--- config.mk ---
export PLATFORM = sky130hd
export DESIGN_NAME = hill_cipher_2x2_mod26
export DESIGN_NICKNAME = d
export VERILOG_FILES = /design/src/rtl/hcm_pkg.sv /design/src/rtl/hill_cipher_2x2_mod26.sv /design/src/rtl/hcm_key.sv /design/src/rtl/hcm_collect.sv /design/src/rtl/hcm_mix.sv /design/src/rtl/hcm_emit.sv
export VERILOG_INCLUDE_DIRS = /design/src /design/src/rtl
export SDC_FILE = /design/constraint.sdc
export NUM_CORES = 2
export LEC_CHECK = 0
export BUFFER_PORTS_ARGS = -buffer_cell sky130_fd_sc_hd__buf_2
export CAP_MARGIN = 20
export CORE_AREA = 3 3 269 271
export DETAILED_ROUTE_END_ITERATION = 10
export DIE_AREA = 0 0 272 274
export PLACE_DENSITY = 0.7
export SETUP_SLACK_MARGIN = 0.3
export SYNTH_ARGS = -nofsm -noshare
export SYNTH_HDL_FRONTEND = slang
export SYNTH_HIERARCHICAL = 1
export SYNTH_SLANG_ARGS = --single-unit
--- constraint.sdc ---
create_clock -name clk -period 18.09 [get_ports clk]
set_clock_uncertainty 0.15 [all_clocks]
set_input_delay 3.618 -clock clk [delete_from_list [all_inputs] [get_ports clk]]
set_output_delay 3.618 -clock clk [all_outputs]
set_load 0.005 [all_outputs]
--- src/rtl/hill_cipher_2x2_mod26_macros.svh ---
// Assertion macros for the Hill cipher block.
// Both take a label, a property expression and a message string.
`ifndef HILL_CIPHER_2X2_MOD26_MACROS_SVH
`define HILL_CIPHER_2X2_MOD26_MACROS_SVH

`ifndef SYNTHESIS

// Checked on every rising clock edge outside reset.
`define HCM_ASSERT(label, prop, msg) \
  label: assert property (@(posedge clk) disable iff (rst) (prop)) else $error(msg);

// Checked on every rising clock edge, reset included.
`define HCM_ASSERT_ALWAYS(label, prop, msg) \
  label: assert property (@(posedge clk) (prop)) else $error(msg);

`else

`define HCM_ASSERT(label, prop, msg)
`define HCM_ASSERT_ALWAYS(label, prop, msg)

`endif

`endif

--- src/rtl/hcm_pkg.sv ---
package hcm_pkg;

  // Alphabet size and the reciprocal used for reduction by multiplication.
  localparam int MODULUS  = 26;
  localparam int RECIP_26 = (65536 + MODULUS - 1) / MODULUS;

  // Letter used to pad an unfinished block when encrypting ('z').
  localparam logic [4:0] PAD_LETTER = 5'd25;

  // Cycles the derived key pipeline needs after reset or a register write.
  localparam logic [2:0] SETTLE_CYCLES = 3'd4;

  // Configuration register indexes.
  typedef enum logic [2:0] {
    REG_KEY_A,
    REG_KEY_B,
    REG_KEY_C,
    REG_KEY_D,
    REG_DECRYPT_MODE
  } cfg_reg_t;

  // Effective key matrix [k00 k01; k10 k11] stored as k[0..3], plus status.
  typedef struct packed {
    logic [3:0][4:0] k;
    logic            err;
    logic            decrypt;
    logic            ready;
  } key_t;

  // One plaintext or ciphertext block, row major, with the message end mark.
  typedef struct packed {
    logic [3:0][4:0] p;
    logic            eom;
  } blk_t;

  // Four result letters of a block ready for output.
  typedef struct packed {
    logic [3:0][4:0] c;
    logic            eom;
    logic            err;
  } res_t;

  // Inverse lookup result.
  typedef struct packed {
    logic       ok;
    logic [4:0] val;
  } inv_t;

  // Reduce a value below 2048 modulo 26 by reciprocal multiplication.
  function automatic logic [4:0] mod26(input logic [10:0] v);
    logic [22:0] prod;
    logic [6:0]  q;
    logic [10:0] r;
    prod = 23'(v) * 23'(RECIP_26);
    q    = prod[22:16];
    r    = v - 11'(q) * 11'(MODULUS);
    return r[4:0];
  endfunction

  // Fold a 5-bit value into 0..25.
  function automatic logic [4:0] red26(input logic [4:0] v);
    return (v >= 5'(MODULUS)) ? v - 5'(MODULUS) : v;
  endfunction

  // Multiplicative inverse modulo 26, for values 0..25.
  function automatic inv_t inv26(input logic [4:0] v);
    inv_t r;
    r.ok = 1'b1;
    unique case (v)
      5'd1:    r.val = 5'd1;
      5'd3:    r.val = 5'd9;
      5'd5:    r.val = 5'd21;
      5'd7:    r.val = 5'd15;
      5'd9:    r.val = 5'd3;
      5'd11:   r.val = 5'd19;
      5'd15:   r.val = 5'd7;
      5'd17:   r.val = 5'd23;
      5'd19:   r.val = 5'd11;
      5'd21:   r.val = 5'd5;
      5'd23:   r.val = 5'd17;
      5'd25:   r.val = 5'd25;
      default: begin
        r.ok  = 1'b0;
        r.val = 5'd0;
      end
    endcase
    return r;
  endfunction

endpackage

--- src/rtl/hill_cipher_2x2_mod26.sv ---
// The block, sum and output registers lie between the request that completes a block and
// its first result. Throughput: one letter per cycle while not back-pressured; each block
// leaves as four results, one per cycle while taken, set by the single output register.
// Reset: synchronous, active high; key returns to [3 2; 5 7], encrypt mode, empty block.
// The derived key pipeline refills after reset or a register write, with no request
// accepted until the settle counter has run down.
`include "hill_cipher_2x2_mod26_macros.svh"

module hill_cipher_2x2_mod26 (
  input  logic       clk,
  input  logic       rst,
  input  logic       cfg_we,
  input  logic [2:0] cfg_index,
  input  logic [4:0] cfg_data,
  input  logic       s_axis_tvalid,
  output logic       s_axis_tready,
  input  logic [7:0] s_axis_tdata,   // [4:0] letter, [7:5] zero
  input  logic       s_axis_tlast,   // end_of_message
  output logic       m_axis_tvalid,
  input  logic       m_axis_tready,
  output logic [7:0] m_axis_tdata,   // [4:0] out_letter, [7:5] zero
  output logic [1:0] m_axis_tuser,   // [0] block_last, [1] key_error
  output logic       m_axis_tlast    // message_last
);

  hcm_pkg::key_t key;
  hcm_pkg::blk_t blk;
  hcm_pkg::res_t res;
  logic          blk_valid, blk_ready;
  logic          res_valid, res_ready;
  logic [4:0]    out_letter;
  logic          block_last, key_error;

  // Key registers and derived key.
  hcm_key u_key (
    .clk       (clk),
    .rst       (rst),
    .cfg_we    (cfg_we),
    .cfg_index (cfg_index),
    .cfg_data  (cfg_data),
    .key       (key)
  );

  // Letter collection into blocks.
  hcm_collect u_collect (
    .clk            (clk),
    .rst            (rst),
    .in_valid       (s_axis_tvalid),
    .in_ready       (s_axis_tready),
    .letter         (s_axis_tdata[4:0]),
    .end_of_message (s_axis_tlast),
    .key            (key),
    .blk_valid      (blk_valid),
    .blk_ready      (blk_ready),
    .blk            (blk)
  );

  // Matrix product.
  hcm_mix u_mix (
    .clk       (clk),
    .rst       (rst),
    .blk_valid (blk_valid),
    .blk_ready (blk_ready),
    .blk       (blk),
    .key       (key),
    .res_valid (res_valid),
    .res_ready (res_ready),
    .res       (res)
  );

  // Result serializer.
  hcm_emit u_emit (
    .clk          (clk),
    .rst          (rst),
    .res_valid    (res_valid),
    .res_ready    (res_ready),
    .res          (res),
    .out_valid    (m_axis_tvalid),
    .out_ready    (m_axis_tready),
    .out_letter   (out_letter),
    .block_last   (block_last),
    .message_last (m_axis_tlast),
    .key_error    (key_error)
  );

  assign m_axis_tdata = {3'b000, out_letter};
  assign m_axis_tuser = {key_error, block_last};

  // No request is taken while the derived key is settling.
  `HCM_ASSERT_ALWAYS(a_no_accept_settling, !key.ready |-> !s_axis_tready, "request taken while key settles")
  // The message end only falls on the last letter of a block.
  `HCM_ASSERT(a_tlast_on_block_end, m_axis_tvalid && m_axis_tlast |-> m_axis_tuser[0], "message end inside a block")
  // A key error is only reported in decrypt mode.
  `HCM_ASSERT(a_err_decrypt_only, m_axis_tvalid && m_axis_tuser[1] |-> key.decrypt, "key error in encrypt mode")
  // A block once started keeps its results coming.
  `HCM_ASSERT(a_block_continues, m_axis_tvalid && m_axis_tready && !m_axis_tuser[0] |=> m_axis_tvalid, "block cut short")

endmodule

--- src/rtl/hcm_key.sv ---
module hcm_key (
  input  logic              clk,
  input  logic              rst,
  input  logic              cfg_we,
  input  logic [2:0]        cfg_index,
  input  logic [4:0]        cfg_data,
  output hcm_pkg::key_t     key
);

  logic [4:0] key_a, key_b, key_c, key_d;
  logic       decrypt_mode;
  logic [2:0] settle;

  logic [4:0] s1_a, s1_b, s1_c, s1_d;
  logic [9:0] s1_ad, s1_bc;

  logic [4:0] s2_a, s2_b, s2_c, s2_d;
  logic [4:0] s2_di;
  logic       s2_ok;

  logic [3:0][9:0] s3_prod;
  logic [3:0][4:0] s3_k;
  logic            s3_ok;

  logic [3:0][4:0] s4_k;
  logic            s4_err;

  logic [4:0]      ra, rb, rc, rd;
  logic [4:0]      det;
  hcm_pkg::inv_t   inv;

  // Configuration registers.
  always_ff @(posedge clk) begin
    if (rst) begin
      key_a        <= 5'd3;
      key_b        <= 5'd2;
      key_c        <= 5'd5;
      key_d        <= 5'd7;
      decrypt_mode <= 1'b0;
    end else if (cfg_we) begin
      unique case (hcm_pkg::cfg_reg_t'(cfg_index))
        hcm_pkg::REG_KEY_A:        key_a <= cfg_data;
        hcm_pkg::REG_KEY_B:        key_b <= cfg_data;
        hcm_pkg::REG_KEY_C:        key_c <= cfg_data;
        hcm_pkg::REG_KEY_D:        key_d <= cfg_data;
        hcm_pkg::REG_DECRYPT_MODE: decrypt_mode <= cfg_data[0];
        default: ;
      endcase
    end
  end

  // Settle counter: the derived key is valid once it has run down.
  always_ff @(posedge clk) begin
    if (rst || cfg_we) begin
      settle <= hcm_pkg::SETTLE_CYCLES;
    end else if (settle != 3'd0) begin
      settle <= settle - 3'd1;
    end
  end

  // Stage 1: fold the key entries and form the determinant products.
  assign ra = hcm_pkg::red26(key_a);
  assign rb = hcm_pkg::red26(key_b);
  assign rc = hcm_pkg::red26(key_c);
  assign rd = hcm_pkg::red26(key_d);

  always_ff @(posedge clk) begin
    s1_a  <= ra;
    s1_b  <= rb;
    s1_c  <= rc;
    s1_d  <= rd;
    s1_ad <= 10'(ra) * 10'(rd);
    s1_bc <= 10'(rb) * 10'(rc);
  end

  // Stage 2: determinant modulo 26 and its inverse.
  assign det = hcm_pkg::mod26(11'(s1_ad) + 11'(hcm_pkg::MODULUS * hcm_pkg::MODULUS)
                              - 11'(s1_bc));
  assign inv = hcm_pkg::inv26(det);

  always_ff @(posedge clk) begin
    s2_a  <= s1_a;
    s2_b  <= s1_b;
    s2_c  <= s1_c;
    s2_d  <= s1_d;
    s2_di <= inv.val;
    s2_ok <= inv.ok;
  end

  // Stage 3: scale the adjugate by the inverse determinant.
  always_ff @(posedge clk) begin
    s3_prod[0] <= 10'(s2_di) * 10'(s2_d);
    s3_prod[1] <= 10'(s2_di) * (10'(hcm_pkg::MODULUS) - 10'(s2_b));
    s3_prod[2] <= 10'(s2_di) * (10'(hcm_pkg::MODULUS) - 10'(s2_c));
    s3_prod[3] <= 10'(s2_di) * 10'(s2_a);
    s3_k       <= {s2_d, s2_c, s2_b, s2_a};
    s3_ok      <= s2_ok;
  end

  // Stage 4: pick the key for the current mode; in decrypt mode a singular key reads as zero.
  always_ff @(posedge clk) begin
    for (int i = 0; i < 4; i++) begin
      if (!decrypt_mode) begin
        s4_k[i] <= s3_k[i];
      end else if (s3_ok) begin
        s4_k[i] <= hcm_pkg::mod26(11'(s3_prod[i]));
      end else begin
        s4_k[i] <= 5'd0;
      end
    end
    s4_err <= decrypt_mode && !s3_ok;
  end

  assign key.k       = s4_k;
  assign key.err     = s4_err;
  assign key.decrypt = decrypt_mode;
  assign key.ready   = (settle == 3'd0);

endmodule

--- src/rtl/hcm_collect.sv ---
module hcm_collect (
  input  logic           clk,
  input  logic           rst,
  input  logic           in_valid,
  output logic           in_ready,
  input  logic [4:0]     letter,
  input  logic           end_of_message,
  input  hcm_pkg::key_t  key,
  output logic           blk_valid,
  input  logic           blk_ready,
  output hcm_pkg::blk_t  blk
);

  logic [1:0]      fill_count;
  logic [2:0][4:0] block_buffer;
  logic [4:0]      lin;
  logic            accept;
  logic            completes;
  logic            emit;
  hcm_pkg::blk_t   blk_next;

  assign lin       = hcm_pkg::red26(letter);
  assign in_ready  = key.ready && (!blk_valid || blk_ready);
  assign accept    = in_valid && in_ready;
  assign completes = (fill_count == 2'd3) || end_of_message;
  // A short block at message end is dropped when decrypting.
  assign emit      = (fill_count == 2'd3) || !key.decrypt;

  // Assemble the block: held letters, then this letter, then padding.
  always_comb begin
    for (int i = 0; i < 3; i++) begin
      if (2'(i) < fill_count) begin
        blk_next.p[i] = block_buffer[2'(i)];
      end else if (2'(i) == fill_count) begin
        blk_next.p[i] = lin;
      end else begin
        blk_next.p[i] = hcm_pkg::PAD_LETTER;
      end
    end
    // The fourth letter is this one only when three are already held.
    blk_next.p[3] = (fill_count == 2'd3) ? lin : hcm_pkg::PAD_LETTER;
    blk_next.eom  = end_of_message;
  end

  // Fill count and the handoff flag.
  always_ff @(posedge clk) begin
    if (rst) begin
      fill_count <= 2'd0;
      blk_valid  <= 1'b0;
    end else begin
      if (blk_ready) begin
        blk_valid <= 1'b0;
      end
      if (accept) begin
        if (completes) begin
          fill_count <= 2'd0;
          if (emit) begin
            blk_valid <= 1'b1;
          end
        end else begin
          fill_count <= fill_count + 2'd1;
        end
      end
    end
  end

  // Letter buffer and block register.
  always_ff @(posedge clk) begin
    if (accept && !completes) begin
      block_buffer[fill_count] <= lin;
    end
    if (accept && completes) begin
      blk <= blk_next;
    end
  end

endmodule

--- src/rtl/hcm_mix.sv ---
module hcm_mix (
  input  logic           clk,
  input  logic           rst,
  input  logic           blk_valid,
  output logic           blk_ready,
  input  hcm_pkg::blk_t  blk,
  input  hcm_pkg::key_t  key,
  output logic           res_valid,
  input  logic           res_ready,
  output hcm_pkg::res_t  res
);

  logic [3:0][10:0] sums;
  logic             sum_eom;
  logic             sum_err;

  assign blk_ready = !res_valid || res_ready;

  // Row times key matrix; each sum is below 2048.
  always_ff @(posedge clk) begin
    if (rst) begin
      res_valid <= 1'b0;
    end else if (blk_ready) begin
      res_valid <= blk_valid;
    end
  end

  always_ff @(posedge clk) begin
    if (blk_ready && blk_valid) begin
      sums[0] <= 11'(blk.p[0]) * 11'(key.k[0]) + 11'(blk.p[1]) * 11'(key.k[2]);
      sums[1] <= 11'(blk.p[0]) * 11'(key.k[1]) + 11'(blk.p[1]) * 11'(key.k[3]);
      sums[2] <= 11'(blk.p[2]) * 11'(key.k[0]) + 11'(blk.p[3]) * 11'(key.k[2]);
      sums[3] <= 11'(blk.p[2]) * 11'(key.k[1]) + 11'(blk.p[3]) * 11'(key.k[3]);
      sum_eom <= blk.eom;
      sum_err <= key.err;
    end
  end

  // Reduce each sum modulo 26 on the way to the output stage.
  always_comb begin
    for (int i = 0; i < 4; i++) begin
      res.c[i] = hcm_pkg::mod26(sums[i]);
    end
    res.eom = sum_eom;
    res.err = sum_err;
  end

endmodule

--- src/rtl/hcm_emit.sv ---
module hcm_emit (
  input  logic           clk,
  input  logic           rst,
  input  logic           res_valid,
  output logic           res_ready,
  input  hcm_pkg::res_t  res,
  output logic           out_valid,
  input  logic           out_ready,
  output logic [4:0]     out_letter,
  output logic           block_last,
  output logic           message_last,
  output logic           key_error
);

  hcm_pkg::res_t held;
  logic [1:0]    idx;
  logic          take;
  logic          load;

  assign take      = out_valid && out_ready;
  assign res_ready = !out_valid || (take && idx == 2'd3);
  assign load      = res_valid && res_ready;

  // Output letter counter and valid flag.
  always_ff @(posedge clk) begin
    if (rst) begin
      out_valid <= 1'b0;
      idx       <= 2'd0;
    end else if (load) begin
      out_valid <= 1'b1;
      idx       <= 2'd0;
    end else if (take) begin
      idx <= idx + 2'd1;
      if (idx == 2'd3) begin
        out_valid <= 1'b0;
      end
    end
  end

  // Block of results being sent.
  always_ff @(posedge clk) begin
    if (load) begin
      held <= res;
    end
  end

  assign out_letter   = held.c[idx];
  assign block_last   = (idx == 2'd3);
  assign message_last = (idx == 2'd3) && held.eom;
  assign key_error    = held.err;

endmodule
# Word-level counts from Yosys, hierarchy flattened
# Index checks and enable logic that the tools add are counted.
# word_totals
word_cells	216
register_bits	283
in_bits	22
output_inout_bits	13
# op_classes
reduce_logical	37
n_eq_ne	20
muxes	34
multipliers	32
add_sub_neg	25
order_cmp	11
# ops
op	count
multiplier 5 x 5 -> 10 bit	12
multiplier 11 x 12 -> 23 bit (second input constant)	5
two-way mux 5 bit	21
multiplier 10 x 12 -> 22 bit (second input constant)	4
case mux 5 bit (12 select lines)	1
subtractor 5 bit	9
adder 10 x 10 -> 11 bit	4
multiplier 7 x 4 -> 4 bit (second input constant)	5
== test 5 bit (second input constant)	5
>= comparator 5 bit (second input constant)	5
subtractor 5 bit (second input constant)	5
multiplier 6 x 4 -> 4 bit (second input constant)	4
multiplier 5 x 10 -> 10 bit	2
bitwise mux 15 bit	1
== test 5 x 4 -> 1 bit (second input constant)	3
AND reduction 2 bit	6
OR reduction 12 bit	1
subtractor 5 x 5 -> 6 bit (first input constant)	2
adder 10 x 10 -> 11 bit (second input constant)	1
logical AND 1 bit	11
subtractor 11 x 10 -> 11 bit	1
binary-select mux 5 bit (select 2 bit)	1
demux 5 bit (select 2 bit)	1
== test 5 x 3 -> 1 bit (second input constant)	2
other kinds (23)	47

# Logic depth before layout (Yosys ltp)
# logic_depth
ltp_word	8
mapped_depth	40
ltp_nobuf	40

# Cells and area by module
# The synthesis kept the hierarchy.
# modules_own_cells
mod	seq_area_each_um2	cells_each	instances	area_per_inst_um2
hcm_key	3443.3	1976	1	19717.7
hcm_mix	1401.3	1644	1	16375.7
hcm_collect	991.0	106	1	1462.7
hcm_emit	720.7	43	1	960.9
hill_cipher_2x2_mod26	0.0	6	1	41.3

# Least setup slack after synthesis
# No wires, ideal clock.
# synth_path
kind	flip-flop to flip-flop
from	register u_key.s1_bc[1]
to	register u_key.s2_di[3]
n_path_buf	0
setup_time_ps	103
setup_slack_ps	9213
t_arrival_ps	8624
synth_period_minus_slack_ps	8877
path_stages_with_launch	39
t_required_ps	17837
path_cell_list	dfxtp_1 inv_1 ha_1 ha_1 inv_1 fa_1 nor2b_1 o21ai_0 a21boi_0 o21ai_0 nor2b_1 xnor2_1 xor2_1 ha_1 ha_1 fa_1 inv_1 fa_1 (+3 left out) nand2_1 o21ai_0 a2111o_1 and2_2 a21oi_1 o21bai_1 xor2_1 ha_1 inv_1 ha_1 a21o_1 a31oi_1 xnor3_1 xnor2_1 xnor3_1 or3_4 and2_4 a2111oi_2
# synth_between
elab_chain_cells	6
elab_cells_between_ends	17
classes_between	2 x add/sub; 2 x mul; 12 x eq/ne; 1 x mux
# synth_lines
item	line_no	text
start, declared	hcm_key.sv:15	logic [9:0] s1_ad, s1_bc;
start signal, assigned	hcm_key.sv:73	s1_bc <= 10'(rb) * 10'(rc);
subtractor 11 x 10 -> 11 bit *	hcm_key.sv:78	- 11'(s1_bc));
multiplier 11 x 12 -> 23 bit	hcm_pkg.sv:54	prod = 23'(v) * 23'(RECIP_26);
multiplier 7 x 4 -> 4 bit	hcm_pkg.sv:56	r = v - 11'(q) * 11'(MODULUS);
subtractor 5 bit *	hcm_pkg.sv:56	
== test 5 bit, or another cell as far along	hcm_pkg.sv:69	unique case (v)
case mux 5 bit (12 select lines) *	hcm_pkg.sv:69	
end signal, assigned	hcm_key.sv:86	s2_di <= inv.val;
end, declared	hcm_key.sv:18	logic [4:0] s2_di;
# Mark *: on every way between the ends. The rest lies on a longest branch, timed or not.
# A chain may end at the register's enable or synchronous reset.

# Worst setup path after layout
# Ends and elaborated chain as after synthesis.

==> metrics.md <==
| Metric | Value |
|---|---|
| Status | `finished, final reports clean` |
| Initial drt markers | `975` |
| Seq cells post-synth | `278` |
| Placed Instances | `4696` |
| Synth area leaders | `ha_1, fa_1, dfxtp_1` |
| Post-Synth XOR/XNOR Area | `0.0484` |
| Tmin final | `9.74 ns` |
| Mux cell area share after synthesis | `0.00909` |
| CP endpoint kind | `register` |
| Hold Startpoint | `u_key/s1_d[1]` |
| Critical Path Start Type | `register` |
| Worst Hold End | `u_key/s2_d[1]` |
| Worst setup margin | `8.35 ns` |
| Synth cell types | `89` |
| Fin nets | `5150` |
| Worst R2R End | `u_key/s2_di[3]` |
| Die Area | `74500 um^2` |
| Slowest cell on the critical path | `xnor2_1` |
| Port bufs | `28` |
| Fill cells | `6087` |
| CTS tree | `done` |
| Reg2Reg Launch Point | `u_key/s1_bc[1]` |
| Synth Cell Area | `38600 um^2` |
| CTS max path bufs | `3` |
| Slew margin rel. | `0.392` |
| GP Congestion | `0.848` |
| CP arrival | `10.07 ns` |
| Via Count | `24405` |
| Hold buffers post-CTS | `0` |
| Grt total ovfl | `0` |
| Worst path max stage delay | `0.60 ns` |
| Synth Area in Adders | `0.531` |
| Period Utilization, post-route | `0.538` |
| Die Y | `274 um` |
| Post-CTS Setup Inserts | `0` |
| Post_cts resized | `0` |
| Num rows | `97` |
| Global-route wire length before repair | `123000 um` |
| Cell count after synthesis | `3775` |
| Initial antenna violation count | `7` |
| Max Fanout on Critical Path | `6` |
| Setup TNS | `0 ns` |
| Register area share after synthesis | `0.170` |
| Avg WL per Cell | `14.8 um` |
| Synth Area in Compound Gates | `0.0639` |
| Routed WL | `70300 um` |
| Most frequent cells in the layout | `inv_1, ha_1, fa_1` |
| Share of cells above drive strength 1 | `0.0325` |
| Total GRT Usage | `0.200` |
| Number of flops mapped to enable cells by yosys | `99` |
| CP required | `18.42 ns` |
| Final setup viols | `0` |
| Antenna-violating nets left | `0` |
| Ys async rst share | `0` |
| Via density | `5.13` |
| Critical path class | `reg2reg` |
| Clock Root Buffer | `clkbuf_16` |
| Post-Synth Simple-Gate Area | `0.0864` |
| Clock Sinks | `278` |
| RSZ-0062 raised after global routing | `no` |
| Initial Util | `0.551` |
| Commonest non-fill, non-tap cell in the layout | `inv_1` |
| Tightest Hold Check Type | `reg2reg` |
| Num CTS Buffers | `31` |
| Synth warn | `6` |
| Largest family of logic cells by synthesized area | `adder cells` |
| Largest net degree at the start of global routing | `47` |
| I/O pin cnt | `35` |
| DRC | `0` |
| Reg2reg path depth | `38` |
| Dpl ws | `8.38 ns` |
| Yosys top cell area share | `0.273` |
| Slew Limit Fails | `0` |
| Fin. Hold Viols | `0` |
| Top_reg_cell synth | `dfxtp_1` |
| Fmax | `0.103 GHz` |
| Worst slew pin tran | `0.911 ns` |
| CORE AREA | `70000 um^2` |
| Area grow syn2layout | `5.60%` |
| R2R setup slack | `8.35 ns` |
| Post-DP HPWL | `59100 um` |
| Syn Area/Cell | `10.2 um^2` |
| First-pass iteration count of the detailed router | `5` |
| Max-cap violations | `0` |
| Most frequent CP cell | `ha_1` |
| Number of global-route vias before repair | `25627` |
| Htree depth | `1` |
| Area leader, netlist | `ha_1` |
| Worst-Skew Late Latency | `0.59 ns` |
| Hold Path Depth | `0` |
| Die Wd | `272 um` |
| Clk pin slew, worst setup/hold paths | `0.06 ns` |
| Final non-filler cell total | `4755` |
## worst max-delay path: cells and delay by family, from the launching register on
family,cells,cell delay [ns]
and+or+nand+nor,6,1.15
xor gates and xnor gates,6,1.96
DFF,1,0.31
adders and majority gates,11,3.88
AOI/OAI and AO/OA,10,1.93
buffers and inverters,5,0.24
## logic make-up (layout without fill, tap and decap cells)
| kind of cell | after synthesis | count (layout) |
|---|---|---|
| mux | 27 | 27 |
| simple gates | 642 | 642 |
| xor+xnor | 207 | 207 |
| fa+ha+maj | 1338 | 1338 |
| buf+inv | 921 | 956 |
| compound gates | 361 | 361 |
| other cells | 1 | 6 |
| flops | 278 | 278 |
## worst max path at each step
stage	start	to	slack, ns	depth (start not counted)
detailed placement	u_key/s1_bc[1]	u_key/s2_di[3]	8.38	38
CTS	u_key/s1_bc[1]	u_key/s2_di[3]	8.31	38
finish	u_key/s1_bc[1]	u_key/s2_di[3]	8.35	38
global route	u_key/s1_bc[1]	u_key/s2_di[3]	7.75	38
global placement	u_key/s1_bc[1]	u_key/s2_di[3]	8.46	38
floorplan	u_key/s1_bc[1]	u_key/s2_di[3]	9.21	38
## layout make-up
| type | instances | area (um^2) | area share |
|---|---|---|---|
| flip-flops and latches | 278 | 6560 | 0.161 |
| clock inverters | 14 | 175 | 0.00430 |
| well taps | 940 | 1180 | 0.0289 |
| repair buffers | 34 | 198 | 0.00486 |
| clock buffers | 41 | 853 | 0.0210 |
| diodes | 3 | 7.51 | 0.000184 |
| multi-input cells | 2578 | 28500 | 0.700 |
| inverters | 867 | 3250 | 0.0799 |
## Yosys cell counts (all sizes together), types with 21 or more instances
| master | instances |
|---|---|
| ha | 841 |
| o21ai | 49 |
| nand3 | 21 |
| nor2 | 100 |
| dfxtp | 179 |
| xnor2 | 149 |
| and2 | 214 |
| clkbuf | 39 |
| a21oi | 117 |
| edfxtp | 99 |
| fa | 497 |
| nand2 | 184 |
| inv | 867 |
| nor2b | 30 |
| a21o | 31 |
| xor2 | 54 |
| o21bai | 27 |
## metrics by stage
stage | instance area, um^2 | util | hold slack (ns)
2_1_floorplan | 38600 | - | 0.160
3_3_place_gp | 39700 | 0.566 | 0.160
3_5_place_dp | 39700 | 0.566 | 0.162
4_1_cts | 40700 | 0.581 | 0.170
5_1_grt | 40700 | 0.581 | 0.177
6_report | 40700 | 0.581 | 0.171
## layer usage
metal / share of wire / track usage
met1: 0.47 / 0.276
met5: 0.00063 / 0
met3: 0.031 / 0.0185
met4: 0.016 / 0.0322
met2: 0.48 / 0.347
## registers in the layout (all words and copies together) (netlist names), 10 cells and up
signal / cells
u_key/s1_bc: 10
u_emit/held: 21
u_key/key: 20
u_mix/sums: 44
u_key/s1_ad: 10
u_key/s3_prod: 40
u_collect/blk: 21
u_key/s3_k: 20
u_collect/block_buffer: 10
Power is not shown: default switching activity piles up to over one toggle a cycle in this logic, so the estimate is an artifact.
